`src/gafs_pkg.sv`:
```
// Shared types and constants for the GA fitness scaling unit.
// Used by gafs_lane and ga_fitness_scaling_unit; depends on nothing.
`default_nettype none
package gafs_pkg;

  localparam int POP_MAX_DEF = 64;
  localparam int OBJ_MAX_DEF = 4;
  localparam int OBJ_W       = 32;
  localparam int WEIGHT_W    = 16;
  localparam int FIT_W       = 18;
  localparam int SW_W        = 17;
  localparam int NOBJ_W      = 3;
  localparam int CFG_IDX_W   = 3;
  localparam int CFG_DATA_W  = 16;
  localparam int NUM_OBJ_IN  = 4;

  typedef enum logic [CFG_IDX_W-1:0] {
    CFG_NUM_OBJ = 3'd0,
    CFG_W0      = 3'd1,
    CFG_W1      = 3'd2,
    CFG_W2      = 3'd3,
    CFG_W3      = 3'd4
  } cfg_idx_t;

  typedef enum logic [2:0] {
    ST_LOAD,
    ST_SC_START,
    ST_SC_WAIT,
    ST_EM_READ,
    ST_EM_DIV,
    ST_EM_WAIT,
    ST_EM_PUT
  } state_t;

  typedef struct packed {
    logic signed [OBJ_W-1:0] objective_a;
    logic signed [OBJ_W-1:0] objective_b;
    logic signed [OBJ_W-1:0] objective_c;
    logic signed [OBJ_W-1:0] objective_d;
    logic                    final_individual;
  } in_t;

  typedef struct packed {
    logic [FIT_W-1:0] fitness_value;
    logic [SW_W-1:0]  selection_weight;
    logic             zero_total;
    logic             last_result;
  } out_t;

  // load control from the sequencer to each lane
  typedef struct packed {
    logic we;
    logic first;
  } lane_ld_t;

endpackage
`default_nettype wire

```
`src/gafs_div.sv`:
```
// Restoring divider, one quotient bit per cycle.
// Requires num >> QW < den. Uses nothing from the package.
`default_nettype none
module gafs_div #(
  parameter int NW = 48,
  parameter int DW = 32,
  parameter int QW = 16
) (
  input  wire logic          clk,
  input  wire logic          rst,
  input  wire logic          start,
  input  wire logic [NW-1:0] num,
  input  wire logic [DW-1:0] den,
  output logic               done,
  output logic [QW-1:0]      quot
);
  localparam int CW = $clog2(QW + 1);

  logic          busy;
  logic [CW-1:0] cnt;
  logic [DW-1:0] rem;
  logic [DW:0]   trial;
  logic          ge;

  assign trial = {rem, quot[QW-1]};
  assign ge    = trial >= {1'b0, den};

  always_ff @(posedge clk) begin
    if (rst) begin
      busy <= 1'b0;
      done <= 1'b0;
      cnt  <= '0;
    end else begin
      done <= 1'b0;
      if (start) begin
        busy <= 1'b1;
        cnt  <= '0;
      end else if (busy) begin
        cnt <= cnt + 1'b1;
        if (cnt == CW'(QW - 1)) begin
          busy <= 1'b0;
          done <= 1'b1;
        end
      end
    end
  end

  always_ff @(posedge clk) begin
    if (start) begin
      rem  <= DW'(num >> QW);
      quot <= num[QW-1:0];
    end else if (busy) begin
      rem  <= ge ? DW'(trial - {1'b0, den}) : trial[DW-1:0];
      quot <= {quot[QW-2:0], ge};
    end
  end
endmodule
`default_nettype wire

```
`src/gafs_lane.sv`:
```
// One objective lane: value memory, running min/max, weight multiply and scaling divide.
// Depends on gafs_pkg and gafs_div.
`default_nettype none
module gafs_lane #(
  parameter int POP_MAX = gafs_pkg::POP_MAX_DEF
) (
  input  wire logic                              clk,
  input  wire logic                              rst,
  input  wire gafs_pkg::lane_ld_t                ld,
  input  wire logic [$clog2(POP_MAX)-1:0]        ld_idx,
  input  wire logic signed [gafs_pkg::OBJ_W-1:0] ld_value,
  input  wire logic                              start,
  input  wire logic [$clog2(POP_MAX)-1:0]        rd_idx,
  input  wire logic [gafs_pkg::WEIGHT_W-1:0]     weight,
  output logic                                   done,
  output logic [gafs_pkg::WEIGHT_W-1:0]          term
);
  import gafs_pkg::*;

  localparam int PW = WEIGHT_W + OBJ_W;

  logic signed [OBJ_W-1:0] mem [POP_MAX];
  logic signed [OBJ_W-1:0] rd_data;
  logic signed [OBJ_W-1:0] vmin, vmax;
  logic                    p1, p2;
  logic [PW-1:0]           prod;
  logic [OBJ_W-1:0]        span;
  logic signed [OBJ_W:0]   dist_w, span_w;
  logic                    div_done;
  logic [WEIGHT_W-1:0]     quot;

  always_ff @(posedge clk) begin
    if (ld.we) mem[ld_idx] <= ld_value;
    if (start) rd_data <= mem[rd_idx];
  end

  always_ff @(posedge clk) begin
    if (ld.we) begin
      if (ld.first || ld_value < vmin) vmin <= ld_value;
      if (ld.first || ld_value > vmax) vmax <= ld_value;
    end
  end

  assign dist_w = {vmax[OBJ_W-1], vmax} - {rd_data[OBJ_W-1], rd_data};
  assign span_w = {vmax[OBJ_W-1], vmax} - {vmin[OBJ_W-1], vmin};

  always_ff @(posedge clk) begin
    if (rst) begin
      p1 <= 1'b0;
      p2 <= 1'b0;
    end else begin
      p1 <= start;
      p2 <= p1;
    end
  end

  always_ff @(posedge clk) begin
    if (p1) begin
      prod <= PW'(weight) * PW'(dist_w[OBJ_W-1:0]);
      span <= span_w[OBJ_W-1:0];
    end
  end

  gafs_div #(.NW(PW), .DW(OBJ_W), .QW(WEIGHT_W)) u_div (
    .clk  (clk),
    .rst  (rst),
    .start(p2),
    .num  (prod),
    .den  (span),
    .done (div_done),
    .quot (quot)
  );

  assign done = div_done;
  // flat objective scores the full weight
  assign term = (span == '0) ? weight : quot;
endmodule
`default_nettype wire

```
`config.mk`:
```
export PLATFORM = sky130hd
export DESIGN_NAME = gafs_lane
export DESIGN_NICKNAME = d
export VERILOG_FILES = /design/src/gafs_pkg.sv /design/src/gafs_div.sv /design/src/gafs_lane.sv
export SDC_FILE = /design/constraint.sdc
export NUM_CORES = 2
export LEC_CHECK = 0
export BUFFER_PORTS_ARGS = -buffer_cell sky130_fd_sc_hd__buf_4
export CAP_MARGIN = 20
export CORE_ASPECT_RATIO = 1.25
export CORE_MARGIN = 2
export CORE_UTILIZATION = 51
export DETAILED_ROUTE_END_ITERATION = 7
export PLACE_DENSITY = 0.66
export SETUP_SLACK_MARGIN = 0.15
export SLEW_MARGIN = 20
export SYNTH_ARGS = -nofsm -noshare
export SYNTH_HDL_FRONTEND = slang
export SYNTH_HIERARCHICAL = 1
export SYNTH_SLANG_ARGS = --single-unit
```
`constraint.sdc`:
```
create_clock -name clk -period 10.4 [get_ports clk]
set_input_delay 0 -clock clk [delete_from_list [all_inputs] [get_ports clk]]
set_output_delay 0 -clock clk [all_outputs]
set_load 0.01 [all_outputs]
```
### Yosys cells after proc, flatten, opt, wreduce, memory -nomap -nowiden

Memory sizes are Yosys's and may differ from the RTL's. A register that Yosys moved wholly into a read port is not among the register bits.
Cells that the tools add are included.

* bits in read-only memories: 0
* memories: 1
* latch bits: 0
* logic and storage cells: 42
* flip-flop bits (word level): 201
* bits in writable memories: 2048

* equal/unequal tests: 1
* $add $sub $neg: 4
* magnitude comparators: 3
* shift operators: 0
* bitwise logic cells: 1
* muxes and demuxes: 12
* reductions and logical operators: 8
* $mul: 1
* divide/modulo/power cells: 0

Memories
* mem: depth 64, width 32, read ports 1, clocked after memory_dff 1, write ports 1, RTL line gafs_lane.sv:22 `logic signed [OBJ_W-1:0] mem [POP_MAX];`

Operator list (number)
* two-way mux 32 bit: 3
* subtractor 32 bit: 3
* multiplier 16 x 32 -> 48 bit: 1
* two-way mux 16 bit: 3
* greater-or-equal comparator 33 x 32 -> 1 bit: 1
* > comparator 32 bit: 1
* zero test 32 bit: 1
* < comparator 32 bit: 1
* two-way mux 1 bit: 6
* adder 5 x 1 -> 5 bit (second input constant): 1
* == test 5 x 4 -> 1 bit (second input constant): 1
* AND reduction 2 bit: 2
* OR reduction 3 bit: 1
* logical OR 1 bit: 2
* nonzero test 2 bit: 1
* OR reduction 2 bit: 1
* NOT 1 bit: 1

### Depth between registers and ports, before layout

* depth in word-level cells: 4
* depth in mapped cells: 35

### Modules after synthesis

The synthesis kept the hierarchy.

By module, submodules not included
* gafs_lane: area an instance 105695.1 um^2, instances 1, seq. area each 66824.1 um^2, cells an instance 5959
* gafs_div: area an instance 4556.9 um^2, instances 1, seq. area each 1581.5 um^2, cells an instance 483

### Worst setup path before layout

No wires, ideal clock.

* kind: register -> register
* start point: register vmax[0]
* end point: register prod[46] (data pin)
* required time: 10.138 ns
* cell stages (with the launch flop): 33
* path slack: 1.979 ns
* path buffers: 1
* data arrival time: 8.159 ns
* path through: edfxtp_1 inv_1 ha_1 fa_1 nor2b_4 o21ai_2 a21o_1 a21o_1 a2111o_1 a21oi_2 or2_4 a311oi_4 buf_6 mux2_4 fa_1 fa_1 fa_1 inv_1 fa_1 fa_1 inv_1 fa_1 inv_1 ha_1 a21o_1 a21o_1 a2111oi_0 nand3_1 nand4_1 a31oi_1 a211o_1 mux2i_1 or2_2

* word-level cells in the longest chain between the ends: 2

Ends and longest elaborated chain
* start: declaration: RTL line gafs_lane.sv:24 `logic signed [OBJ_W-1:0] vmin, vmax;`
* start signal: assignment: RTL line gafs_lane.sv:40 `if (ld.first || ld_value > vmax) vmax <= ld_value;`
* subtractor 32 bit: RTL line gafs_lane.sv:44 `assign dist_w = {vmax[OBJ_W-1], vmax} - {rd_data[OBJ_W-1], rd_data};`
* multiplier 16 x 32 -> 48 bit: RTL line gafs_lane.sv:59 `prod <= PW'(weight) * PW'(dist_w[OBJ_W-1:0]);`
* end signal: assignment: RTL line gafs_lane.sv:59
* end: declaration: RTL line gafs_lane.sv:26 `logic [PW-1:0] prod;`

No other way between the ends.
A chain may end at the register's enable or synchronous reset.

### Worst setup path after layout

Same ends and word-level chain as after synthesis.

==> metrics <==
gr ovfl total 0; Post-Route Skew slightly above 0.05 ns; asr flop ratio synth 0%; Max Cap Viol 0; drt via density 6.09; H-tree Lvls 4; Final Max Slew Viols 0; clk sinks 2281; RSZ-0062 raised after global routing false; Fillers 16.2k; dpl hpwl 174 mm; commonest non-fill, non-tap cell in the layout edfxtp_1; layout overhead on the synthesized area 11.0%; pre-CTS WS 1.01 ns; clock root cell clkbuf_16; CTS tree built; vias 58.9k; initial core utilization 51.4%; Finish-stage setup viols 0; largest net degree at the start of global routing 129; Placer Congestion 0.885; CP Launch Type register; Final #Nets 7383; Clock Pin Slew Worst Setup and Hold Paths 0.06 ns; Initial DRC Count roughly 5.8k; EDFF count, synth 2272; PortBufs 81; antenna violations before repair 13; Routed wire per std cell 28.3 um; slowest library cell on the worst path a31oi_1; die area 220000 um2; Setup Fix Bufs, Post-CTS 0; clock latency at the later pin of the worst-skew pair roughly 0.9 ns; number of distinct library cells after synthesis 90; first-pass GRT wire length approximately 400 mm; chip width 420 um; most frequent cells in the layout edfxtp_1 (2272), mux4_2 (672), inv_1 (610); Core Area 215000 um2; Most common cell on crit path fa_1; WS Path Type reg -> reg; Mean Syn Cell Area 17.1 um2; biggest area consumer among synthesized cells edfxtp_1; top-area cell type share of the netlist area 61.9%; DRT Pass-1 Iters 6; hold violation total from the final report 0; Achievable Freq 0.106 GHz; Tcrit/Tclk final 91.0%; yosys warns 6; site row count 190; Crit path required time roughly 11 ns; CP endpoint kind register; Post-synth top flop edfxtp_1; die span in y 524 um; final worst slack 0.941 ns; ratio of cells with drive above 1 in the final layout 20.2%; vias in the first global route 61.0k; Max stage delay on crit path 0.60 ns; Crit Path Max Fanout 10; Post-Syn Instances 6442; Worst-Margin Slew 1.05 ns; status completed; Ports 82; Final TNS setup 0 ns; Critical Path AT just over 10 ns; Final Routed Wirelength 274 mm; Post-Syn Area 110000 um2; Final min period 9.46 ns; worst hold path type in -> reg; GRT Overall Usage ~25%; Area contributors post-synth edfxtp_1 (62%), mux4_2 (14%), fa_1 (7.6%); syn nets 7207; CTS Buf Count 220; DRC Markers 0; CTS Buffer Depth 4; Seq cells post-synth roughly 2.3k; relative slew slack between 20% and 30%; post-synthesis sequential area ratio 62.0%; Routed Antenna Nets 0
## cell type report
cell class | instances | area [um2] | share of cell area (%)
well taps | 2880 | 3600 | 2.94
flip-flops and latches | 2281 | 68400 | 55.9
clock buffers | 263 | 5690 | 4.65
repair buffers | 282 | 2360 | 1.93
inverters | 610 | 2290 | 1.87
multi-input cells | 3223 | 38700 | 31.6
diodes | 4 | 10.0 | 0.00818
clock inverters | 132 | 1350 | 1.10
## flip-flops by register name, indices dropped and copies added, names as in the netlist
register	flops
u_div/cnt	5
u_div/done	1
p1	1
mem	2048
u_div/rem	32
vmax	32
u_div/quot	16
vmin	32
prod	48
p2	1
u_div/busy	1
span	32
rd_data	32
## path summary, 6_finish.rpt
| kind | slack (ns) | cells past startpoint | endpoint | start |
|---|---|---|---|---|
| hold / removal | 0.05 | 2 | mem[43][18] | ld_value[18] |
| hold reg to reg | 0.50 | 2 | u_div/cnt[4] | u_div/cnt[4] |
| setup / recovery | 0.94 | 30 | prod[46] | vmax[0] |
| setup reg to reg | 0.94 | 30 | prod[46] | vmax[0] |
## worst max-delay path, delay by kind of cell (launching register included)
family,cells,cell delay [ns]
buffers and inverters,5,0.52
multiplexers,1,0.10
AO/OA/AOI/OAI,7,2.12
XOR/XNOR,1,0.56
AND/OR/NAND/NOR,7,1.56
flip-flops,1,0.36
adder cells (fa/ha/maj),9,3.99
## what timing repair did
action                    4_1_cts  5_1_grt
hold endpoints to repair     2166        0
hold buffers                   50        0
gates resized for setup         0        0
## logic make-up (layout without fill, tap and decap cells)
family / Yosys count / in the layout / synth area share (%)
DFF: 2281 / 2281 / 62.0
buffers and inverters: 938 / 1287 / 3.33
adders and majority gates: 700 / 700 / 10.8
AOI/OAI and AO/OA: 515 / 515 / 3.18
and+or+nand+nor: 1109 / 1109 / 4.89
other: 0 / 4 / 0
xor gates and xnor gates: 123 / 123 / 0.977
muxes: 776 / 776 / 14.8
## through the flow
step / utilization, % / hold WS (ns) / std cells / area [um2]
after floorplan: - / 0.0716 / 6442 / 110000
after global placement: 53.5 / 0.190 / 9226 / 115000
after detailed placement: 53.5 / 0.193 / 9226 / 115000
after CTS: 57.0 / 0.000927 / 9671 / 122000
after global routing: 57.0 / 0.0308 / 9672 / 122000
final: 57.0 / 0.0469 / 9675 / 122000
## routing by layer
layer	up-vias	part of all wire [%]	routed length, um	track usage (%)
met5	-	0.0047	13	0
met4	2	2.8	7790	7.28
met3	479	6.2	17100	3.11
met2	2192	52	143000	44.0
met1	31500	39	107000	33.3
li1	24800	-	-	-
## cells in the mapped netlist, drive strengths merged, types with 57 or more instances
library cell and instances:
a21o 109, a21oi 139, and2 160, buf 79, clkbuf 249, edfxtp 2272
fa 421, ha 279, inv 610, mux2 64, mux4 672, nand2 436
nand3 66, nor2 155, nor2b 57, o21ai 96, xnor2 66, xor2 57
Power is left out: the tool's default activity adds up to more than one toggle a clock period on the data nets, which glitch-free logic cannot reach.
