<file path="src/gafs_div.sv">
// Restoring divider, one quotient bit per cycle.
// Requires num >> QW < den. Uses nothing from the package.
`default_nettype none
module gafs_div #(
  parameter int NW = 48,
  parameter int DW = 32,
  parameter int QW = 16
) (
  input  wire logic          clk,
  input  wire logic          rst,
  input  wire logic          start,
  input  wire logic [NW-1:0] num,
  input  wire logic [DW-1:0] den,
  output logic               done,
  output logic [QW-1:0]      quot
);
  localparam int CW = $clog2(QW + 1);

  logic          busy;
  logic [CW-1:0] cnt;
  logic [DW-1:0] rem;
  logic [DW:0]   trial;
  logic          ge;

  assign trial = {rem, quot[QW-1]};
  assign ge    = trial >= {1'b0, den};

  always_ff @(posedge clk) begin
    if (rst) begin
      busy <= 1'b0;
      done <= 1'b0;
      cnt  <= '0;
    end else begin
      done <= 1'b0;
      if (start) begin
        busy <= 1'b1;
        cnt  <= '0;
      end else if (busy) begin
        cnt <= cnt + 1'b1;
        if (cnt == CW'(QW - 1)) begin
          busy <= 1'b0;
          done <= 1'b1;
        end
      end
    end
  end

  always_ff @(posedge clk) begin
    if (start) begin
      rem  <= DW'(num >> QW);
      quot <= num[QW-1:0];
    end else if (busy) begin
      rem  <= ge ? DW'(trial - {1'b0, den}) : trial[DW-1:0];
      quot <= {quot[QW-2:0], ge};
    end
  end
endmodule
`default_nettype wire

</file>
<file path="config.mk">
export PLATFORM = sky130hd
export DESIGN_NAME = gafs_div
export DESIGN_NICKNAME = d
export VERILOG_FILES = /design/src/gafs_div.sv
export SDC_FILE = /design/constraint.sdc
export NUM_CORES = 1
export LEC_CHECK = 0
export ABC_AREA = 0
export BUFFER_PORTS_ARGS = -buffer_cell sky130_fd_sc_hd__buf_2
export CAP_MARGIN = 10
export CELL_PAD_IN_SITES_DETAIL_PLACEMENT = 1
export CELL_PAD_IN_SITES_GLOBAL_PLACEMENT = 1
export CORE_MARGIN = 2
export CORE_UTILIZATION = 42
export DETAILED_ROUTE_END_ITERATION = 16
export HOLD_SLACK_MARGIN = 0.05
export PLACE_DENSITY = 0.78
export SLEW_MARGIN = 30
export SYNTH_ARGS = -nofsm -noshare
export SYNTH_HDL_FRONTEND = slang
export SYNTH_SLANG_ARGS = --single-unit
</file>
<file path="constraint.sdc">
create_clock -name clk -period 3 [get_ports clk]
set_input_delay 0.3 -clock clk [delete_from_list [all_inputs] [get_ports clk]]
set_output_delay 0.3 -clock clk [all_outputs]
set_load 0.01 [all_outputs]
</file>
**Yosys cells after proc, flatten, opt, wreduce, memory -nomap -nowiden**

Index checks and enable logic that the tools add are counted.
Widths: inputs -> output; s select.

- Register bits: 55
- Output and inout port bits: 17
- Logic and storage cells: 22

- $add $sub $neg: 2
- $lt $le $gt $ge: 1
- Equal/unequal tests: 1
- Muxes and demuxes: 9
- Bitwise operators: 1
- Reductions and logical operators: 3

Operator list:

| operator | number |
|---|---|
| $mux 32 | 3 |
| $ge 33x32->1 | 1 |
| $mux 16 | 2 |
| $sub 32x32->32 | 1 |
| $add 5x1->5 const B | 1 |
| $eq 5x4->1 const B | 1 |
| $mux 1 | 4 |
| $reduce_or 3->1 | 1 |
| $reduce_bool 2->1 | 1 |
| $reduce_or 2->1 | 1 |
| $not 1->1 | 1 |

**Depth between registers and ports, before layout**

Gate-level depths: netlist of the first run.

- Word-level depth: 4
- Depth in mapped cells: 13
- Depth with buffers taken out: 11

**Least setup slack after synthesis of the first run**

No wires, ideal clock.

- Path type: reg2reg
- Start: reg quot[15]
- End: reg rem[24] (data pin)
- Library setup time: 0.261 ns
- Data arrival time: 2.509 ns
- Setup slack: 0.230 ns
- Cell stages (with the launch flop): 12
- Buffers on the path: 0
- Cell sequence: edfxtp_1 > inv_1 > ha_1 > fa_1 > nor2b_1 > o2111ai_1 > a21oi_1 > o21ai_1 > o311ai_0 > o311ai_0 > xnor2_1 > a221o_1

- Word-level cells in the longest chain between the ends: 4
- Elaborated cells between the ends (all ways): 5

Ends and longest elaborated chain:

| what | line | text |
|---|---|---|
| from (decl) | 15 | `output logic [QW-1:0] quot` |
| from (signal assigned) | 51 | `quot <= num[QW-1:0];` |
| from (signal assigned) | 54 | `quot <= {quot[QW-2:0], ge};` |
| $sub 32x32->32 / $ge 33x32->1 (equally long branches) | 53, 26 |  |
| $mux 32 (*) | 53 | `rem <= ge ? DW'(trial - {1'b0, den}) : trial[DW-1:0];` |
| $mux 32 (*) | 52 | `end else if (busy) begin` |
| $mux 32 (*) | 49 | `if (start) begin` |
| to (signal assigned) | 50 | `rem <= DW'(num >> QW);` |
| to (signal assigned) | 53 |  |
| to (decl) | 21 | `logic [DW-1:0] rem;` |

Every way passes the cells marked *; elsewhere a longest branch is shown, timed or not. The select of a mux whose other input is x is not followed.
A chain may end at the register's enable or synchronous reset.

**Worst setup path in the final report of the first run**

- Start: reg rem[6]
- End: reg rem[3] (data pin)

- Word-level cells in the longest chain between the ends: 4

Ends and longest elaborated chain:

| what | line | text |
|---|---|---|
| $ge 33x32->1 | 26 | `assign ge = trial >= {1'b0, den};` |
| $mux 32 | 53 |  |
| $mux 32 | 52 |  |
| $mux 32 | 49 |  |

No other way between the ends. The select of a mux whose other input is x is not followed.

==> reports/qor.txt, run 1 <==
Dominant synthesized flop cell: edfxtp_1
Post-synth EDFFs: 48
Yosys top cell area share: 30.2%
Clock Sinks: 55
Peak supply drop: 0.288 mV
TritonCTS Buffers: 5
Critical path buffer and inverter count: 2
Unique masters post-synth: 65
Synth area leader: edfxtp_1
Yosys reg bits: 55
Largest net degree at the start of global routing: 89
Gp weighted congestion: 0.872
Critical path class: flop to flop
Die H: 111 um
Area delta synth->final: 23.1%
Syn Inst Count: 519
CTS root buffer: clkbuf_16
Row Count: 38
First-pass GRT wire length: 22,800 um
Synthesized area per cell: 9.19 um^2
Placed instance area: 5550 um^2
CP max stage delay: 440 ps
Initial Util: 43.6%
Crit share post-route: 97.4%
Overflow after GRT: 0
Final Cell Area: 5870 um^2
CP startpoint kind: flop
Buffers on Ports: 99
DPL Wire Length: 10,600 um
# IOs: 100
Worst Setup End Kind: flop
Nets@finish: 747
Non-Filler Instances: 770
P_int: 0.00243 W
Clock skew: 9.25 ps
Sequential element share of the synthesized area: 33.2%
Data required, critical path: 3060 ps
Hold slack: 162 ps
Post-Syn Area: 4770 um^2
PnR worst setup slack: 76.5 ps
Drt pass-1 iters: 4
Clock Tree Buf Depth: 2
DRT iter0 DRCs: 182
All-Layer GR Usage: 22.4%
Achievable frequency: 0.342 GHz
Routed wire length: 14,100 um
CP max FO: 19
Die span in x: 111 um
Register Area: 1580 um^2
Core ar.: 10,900 um^2
Yosys warns: 0
DR vias/cell: 5.72
Final Slew Violations: 0
Syn nets: 637
Psw: 0.00169 W
Critical Path AT: 2980 ps
Clk Latency, worst-skew pair: 310 ps
Comb power frac: 57.0%
Crit path time final: 2920 ps
Pleak: 2.56 nW
Setup violations, final: 0
H-Tree Depth: 2
Cells along the critical path: ha_1 -> nand3_2 -> nor4_1 -> a31o_1 -> a21oi_1 -> o211ai_1 -> a31oi_4 -> buf_4 -> clkbuf_16 -> a221o_1
Antenna diode instance count: 0
Avg WL per Cell: 18.4 um
Share of async-settable or async-resettable flops after synthesis: 0%
CTS Hold Buffers Added: 0
Ranking of synthesized cells by area: edfxtp_1 (30%), ha_1 (8.9%), a21oi_1 (4.1%), mux2_2 (4.0%), inv_1 (3.4%)
Worst-path clk slew: 80 ps
Slowest-stage cell, CP: ha_1
Post-DRT Antenna Nets: 0
Outcome: finished clean
Fillers: 1,301
P per Cell Area: 703 nW/um^2
Vias post-DR: 4,403
Worst slew pin tran: 490 ps
Max_slew headroom: 66.8%
Vias in the first global route: 4,702
Max-cap violations: 0
Initial antenna violation count: 0
Endpoints failing hold: 0
Die ar.: 12,200 um^2
Share of cells above drive strength 1: 30.5%
Worst slack at placement: -3.79 ps
Hold/Removal Path Class: primary input to flop
Sw Ratio: 41.1%
DRC viols: 0
CTS tree: built
Clock power frac: 15.3%
Sequential share of power: 27.7%
Placed Cells: 755
Largest delay share family, worst path: compound AO/OA/AOI/OAI gates
Multi-input gate area: 2960 um^2
worst paths after layout:
kind / slack [ps] / start / cells past startpoint / end
max reg2reg: 80 / rem[6]$_DFFE_PP_ / 10 / rem[3]$_DFFE_PP_
max: 80 / rem[6]$_DFFE_PP_ / 10 / rem[3]$_DFFE_PP_
min reg2reg: 500 / cnt[4]$_SDFFE_PP0P_ / 2 / cnt[4]$_SDFFE_PP0P_
min: 160 / rst / 2 / busy$_SDFF_PP0_
cell type report:
type / count / share of cell area, %
Sequential cell: 55 / 26.9
Multi-Input combinational cell: 387 / 50.4
Inverter: 43 / 2.75
Tap cell: 140 / 2.98
Clock buffer: 5 / 2.13
Clock inverter: 3 / 0.384
Timing Repair Buffer: 137 / 14.5
registers in the layout, indices dropped and copies added (netlist names):
| name | cells |
|---|---|
| quot | 16 |
| cnt | 5 |
| busy | 1 |
| done | 1 |
| rem | 32 |
kinds of logic after synthesis:
logic type	Yosys count	synth area share [%]
compound gates	150	23.0
xor+xnor	28	5.14
fa+ha+maj	35	9.34
buf+inv	77	6.82
flops	55	33.2
mux	24	5.48
simple gates	150	17.1
cells in the mapped netlist, drive strengths merged, types with 12 or more instances:
library cell  count
edfxtp           48
inv              43
nand2            42
a21oi            40
ha               34
nor2             20
o311ai           20
o21ai            19
a21o             18
buf              18
mux2             17
nor2b            17
clkbuf           16
xnor2            15
nand3b           14
xor2             13
nand3            12
per-stage QoR:
stage | util (%) | TNS, ps | total power, W
final | 53.7 | 0 | 0.00412
after global placement | 50.7 | 0 | 0.00322
after CTS | 52.1 | 0 | 0.00396
after floorplan | - | 0 | 0.00263
after detailed placement | 50.7 | -3.79 | 0.00329
after global routing | 53.7 | -178 | 0.00440
timing repair:
item                       in CTS  in global routing
cloned                          0                  1
setup endpoints to repair       2                 11
buffers inserted                0                  6
resized for setup               2                 18
pin swaps                       0                  3
cell usage in the layout (no fill, tap or decap), types with 4 or more instances in the layout:
cell type / synthesis / final
o21ai_0: 18 / 17
or2_2: 4 / 4
nand3_1: 11 / 11
nor2b_1: 17 / 16
buf_12: 0 / 4
buf_4: 0 / 33
a221o_1: 9 / 9
xnor2_1: 15 / 15
nand2_1: 42 / 42
dfxtp_1: 7 / 7
o311ai_1: 1 / 5
ha_4: 0 / 4
nand3b_1: 14 / 14
nor3_1: 6 / 6
buf_2: 16 / 99
a21o_1: 17 / 17
nand4_1: 7 / 7
inv_1: 43 / 43
a21oi_1: 39 / 37
o311ai_0: 18 / 14
edfxtp_1: 48 / 48
mux2_2: 17 / 17
and3b_1: 4 / 4
nor2_1: 20 / 19
mux2i_1: 7 / 7
nor4_1: 4 / 4
and3_1: 6 / 6
clkbuf_16: 0 / 6
ha_1: 34 / 27
o31ai_1: 6 / 6
xor2_1: 13 / 13
a31oi_1: 4 / 4
o211ai_1: 5 / 5
routing by layer:
metal	vias up	wire (um)	global-route usage (%)
li1	2160	-	-
met1	2105	6260	28.4
met2	115	6870	38.5
met3	23	693	3.84
met4	0	308	7.42
met5	-	0	0
power by group through the flow:
stage,sequential (W),combinational [W],clock [W]
3_5_place_dp,0.00115,0.00214,0
2_1_floorplan,0.00113,0.00150,0
6_report,0.00114,0.00235,0.000630
4_1_cts,0.00113,0.00218,0.000647
3_3_place_gp,0.00114,0.00207,0
5_1_grt,0.00116,0.00257,0.000672
worst register-to-register path, stage by stage (launching register included):
cell and delay (ps):
edfxtp_1 400, ha_1 440, nand3_2 160, nor4_1 400, a31o_1 200, a21oi_1 40, o211ai_1 260, a31oi_4 100
buf_4 180, clkbuf_16 180, a221o_1 310
No activity file was read; power rests on OpenSTA's default activity.
==> run 2, diff against run 1 <==
--- a/config.mk
+++ b/config.mk
@@ -7,13 +7,13 @@
 export LEC_CHECK = 0
 export ABC_AREA = 0
 export BUFFER_PORTS_ARGS = -buffer_cell sky130_fd_sc_hd__buf_2
-export CAP_MARGIN = 10
 export CELL_PAD_IN_SITES_DETAIL_PLACEMENT = 1
 export CELL_PAD_IN_SITES_GLOBAL_PLACEMENT = 1
 export CORE_MARGIN = 2
 export CORE_UTILIZATION = 42
 export DETAILED_ROUTE_END_ITERATION = 16
 export HOLD_SLACK_MARGIN = 0.05
+export MAX_ROUTING_LAYER = met4
 export PLACE_DENSITY = 0.78
 export SLEW_MARGIN = 30
 export SYNTH_ARGS = -nofsm -noshare
==> run 2 against run 1 <==
Fmax is 1.2% higher. Core utilization is 0.48 points higher. Critical endpoint is now rem[28]$_DFFE_PP_. Largest power group unchanged. Highest routed layer unchanged. Via count rose by 1.0%. Hold slack gained 2.5 ps.
==> reports/qor.txt, run 2 (synthesis results as in run 1) <==
Met3 Use GR: 3.35% (-0.49 points)
Hold slack: 164 ps (+2.45 ps)
Largest Register: rem
M2 GR Usage: 39.5% (+0.98 points)
All-Layer GR Usage: 23.2% (+0.86 points)
Most common cell after layout, fill and taps aside: buf_2
Crit path time final: 2890 ps (-35.3 ps)
Overflow after GRT: 0 (unchanged)
Psw: 0.00168 W (-0.87%)
Vias post-DR: 4,447 (+1.0%)
Max_slew headroom: 55.0% (-12 points)
Clock Tree Buf Depth: 2 (unchanged)
DR vias/cell: 5.76 (+0.74%)
Vias in the first global route: 4,784 (+1.7%)
Area delta synth->final: 24.2%
Drt pass-1 iters: 5 (+1)
Grt met1 use: 29.7% (+1.3 points)
CTS root buffer: clkbuf_16
Final Slew Violations: 0 (unchanged)
Sw Ratio: 40.7% (-0.35 points)
Core ar.: 10,900 um^2 (unchanged)
Worst-path clk slew: 80 ps (about the same)
Biggest registers after layout: rem: 32 flops, quot: 16 flops, cnt: 5 flops
Core Util, Final: 54.2% (+0.48 points)
Outcome: finished clean
Sequential share of power: 27.8% (about the same)
Initial antenna violation count: 0 (unchanged)
Gr busiest metal: met2
Design Power: 0.00412 W (about the same)
CP startpoint kind: flop
Critical path class: flop to flop
Clock Sinks: 55 (unchanged)
Post-DRT Antenna Nets: 0 (unchanged)
Die H: 111 um (unchanged)
Worst slack at placement: 11.5 ps (+15.2 ps)
Peak supply drop: 0.403 mV (+40%)
Achievable frequency: 0.346 GHz (+1.2%)
CP max FO: 37 (+18)
Die ar.: 12,200 um^2 (unchanged)
Comb power frac: 56.4% (-0.6 points)
Hold wc startpoint: rst
Share of cells above drive strength 1: 31.5% (+1.0 points)
Hold path depth: 2 (unchanged)
Worst Setup End Kind: flop
# IOs: 100 (unchanged)
Max-cap violations: 0 (unchanged)
RSZ-0062 raised after global routing: true
PnR worst setup slack: 112 ps (+35.3 ps)
DRT iter0 DRCs: 206 (+13%)
Reg-to-Reg Start: rem[13]$_DFFE_PP_
Critical Path AT: 2950 ps (-30 ps)
Worst hold path endpoint: busy$_SDFF_PP0_
DRC viols: 0 (unchanged)
Buffers on Ports: 99 (unchanged)
TritonCTS Buffers: 5 (unchanged)
Clock skew: 7.81 ps (-1.44 ps)
Worst slew pin tran: 676 ps (+186 ps)
CTS tree: built
P_int: 0.00244 W (+0.58%)
Largest net degree at the start of global routing: 48 (-46%)
Initial Util: 43.6% (unchanged)
DPL Wire Length: 10,500 um (-0.74%)
Clock power frac: 15.8% (+0.5 points)
Setup violations, final: 0 (unchanged)
First-pass GRT wire length: 23,100 um (+1.5%)
Hold/Removal Path Class: primary input to flop
Crit share post-route: 96.3% (-1.2 points)
Row Count: 38 (unchanged)
Commonest cells after routing, fill and taps aside: buf_2 (99), edfxtp_1 (48), inv_1 (43)
Critical R2R Capture: rem[28]$_DFFE_PP_
Endpoints failing hold: 0 (unchanged)
Avg WL per Cell: 17.8 um (-2.8%)
Gp weighted congestion: 0.887 (+1.8%)
Worst Setup SP: rem[13]$_DFFE_PP_
Die span in x: 111 um (unchanged)
Routed wire length: 13,800 um (-2.5%)
Pleak: 2.57 nW (+0.37%)
Fillers: 1,285 (-1.2%)
Reg2Reg Depth: 11 (+1)
Multi-input gate area: 3010 um^2 (+1.9%)
Antenna diode instance count: 0 (unchanged)
R2R Setup Slk: 110 ps (+40 ps)
Data required, critical path: 3060 ps (about the same)
Largest register FFs: 32 (unchanged)
Nets@finish: 749 (+0.27%)
Clk Latency, worst-skew pair: 300 ps (about the same)
Register Area: 1580 um^2 (unchanged)
H-Tree Depth: 2 (unchanged)
P per Cell Area: 696 nW/um^2 (-0.90%)
## run 2: cell types whose count changed in the layout (fill, tap and decap cells not counted), moves of 2 or more
cell	before	now
buf_4	33	37
ha_1	27	23
ha_4	4	7
inv_6	2	0
## run 2: layout make-up
class / instances / share of cell area (%)
clock buffer: 6 / 2.35
clock inverter: 2 / 0.338
tap: 140 / 2.96
timing repair buffer: 139 / 14.1
multi-input combinational: 387 / 50.9
inverter: 43 / 2.73
sequential: 55 / 26.7
## run 2: critical path, stage by stage (launching register included)
cell	delay (ps)
edfxtp_1	450
ha_4	310
nand4_1	180
nor4_4	320
buf_4	160
a31o_1	140
a21oi_1	40
o211ai_1	270
a31oi_4	80
buf_12	200
and3b_1	200
a221o_1	260
## run 2: power by group through the flow
| stage | clock network, W | logic, W | registers [W] |
|---|---|---|---|
| after global placement | 0 | 0.00213 | 0.00114 |
| after CTS | 0.000663 | 0.00220 | 0.00113 |
| after global routing | 0.000690 | 0.00256 | 0.00117 |
| final | 0.000653 | 0.00233 | 0.00114 |
| after floorplan | 0 | 0.00150 | 0.00113 |
| after detailed placement | 0 | 0.00218 | 0.00115 |
## run 2: routing by layer
layer / wire length (um) / part of all wire (%)
met1: 6190 / 45
met2: 6850 / 50
met3: 532 / 3.9
met4: 205 / 1.5
met5: 0 / 0
## run 2: worst max-delay path by stage
stage                             end
floorplan           rem[24]$_DFFE_PP_
CTS                 rem[24]$_DFFE_PP_
global route        rem[28]$_DFFE_PP_
detailed placement  rem[24]$_DFFE_PP_
global placement    rem[28]$_DFFE_PP_
finish              rem[28]$_DFFE_PP_
## run 2: stage by stage
stage	setup TNS [ps]	area [um^2]	instances
2_1_floorplan	0	4770	519
3_3_place_gp	-1.53	5600	762
3_5_place_dp	0	5600	762
4_1_cts	0	5760	770
5_1_grt	-431	5920	772
6_report	0	5920	772
## run 2: what timing repair did
item	CTS	global route
hold endpoints to repair	0	0
buffers inserted	0	2
hold buffers	0	0
endpoints found under the setup margin	0	32
gates resized for setup	0	27
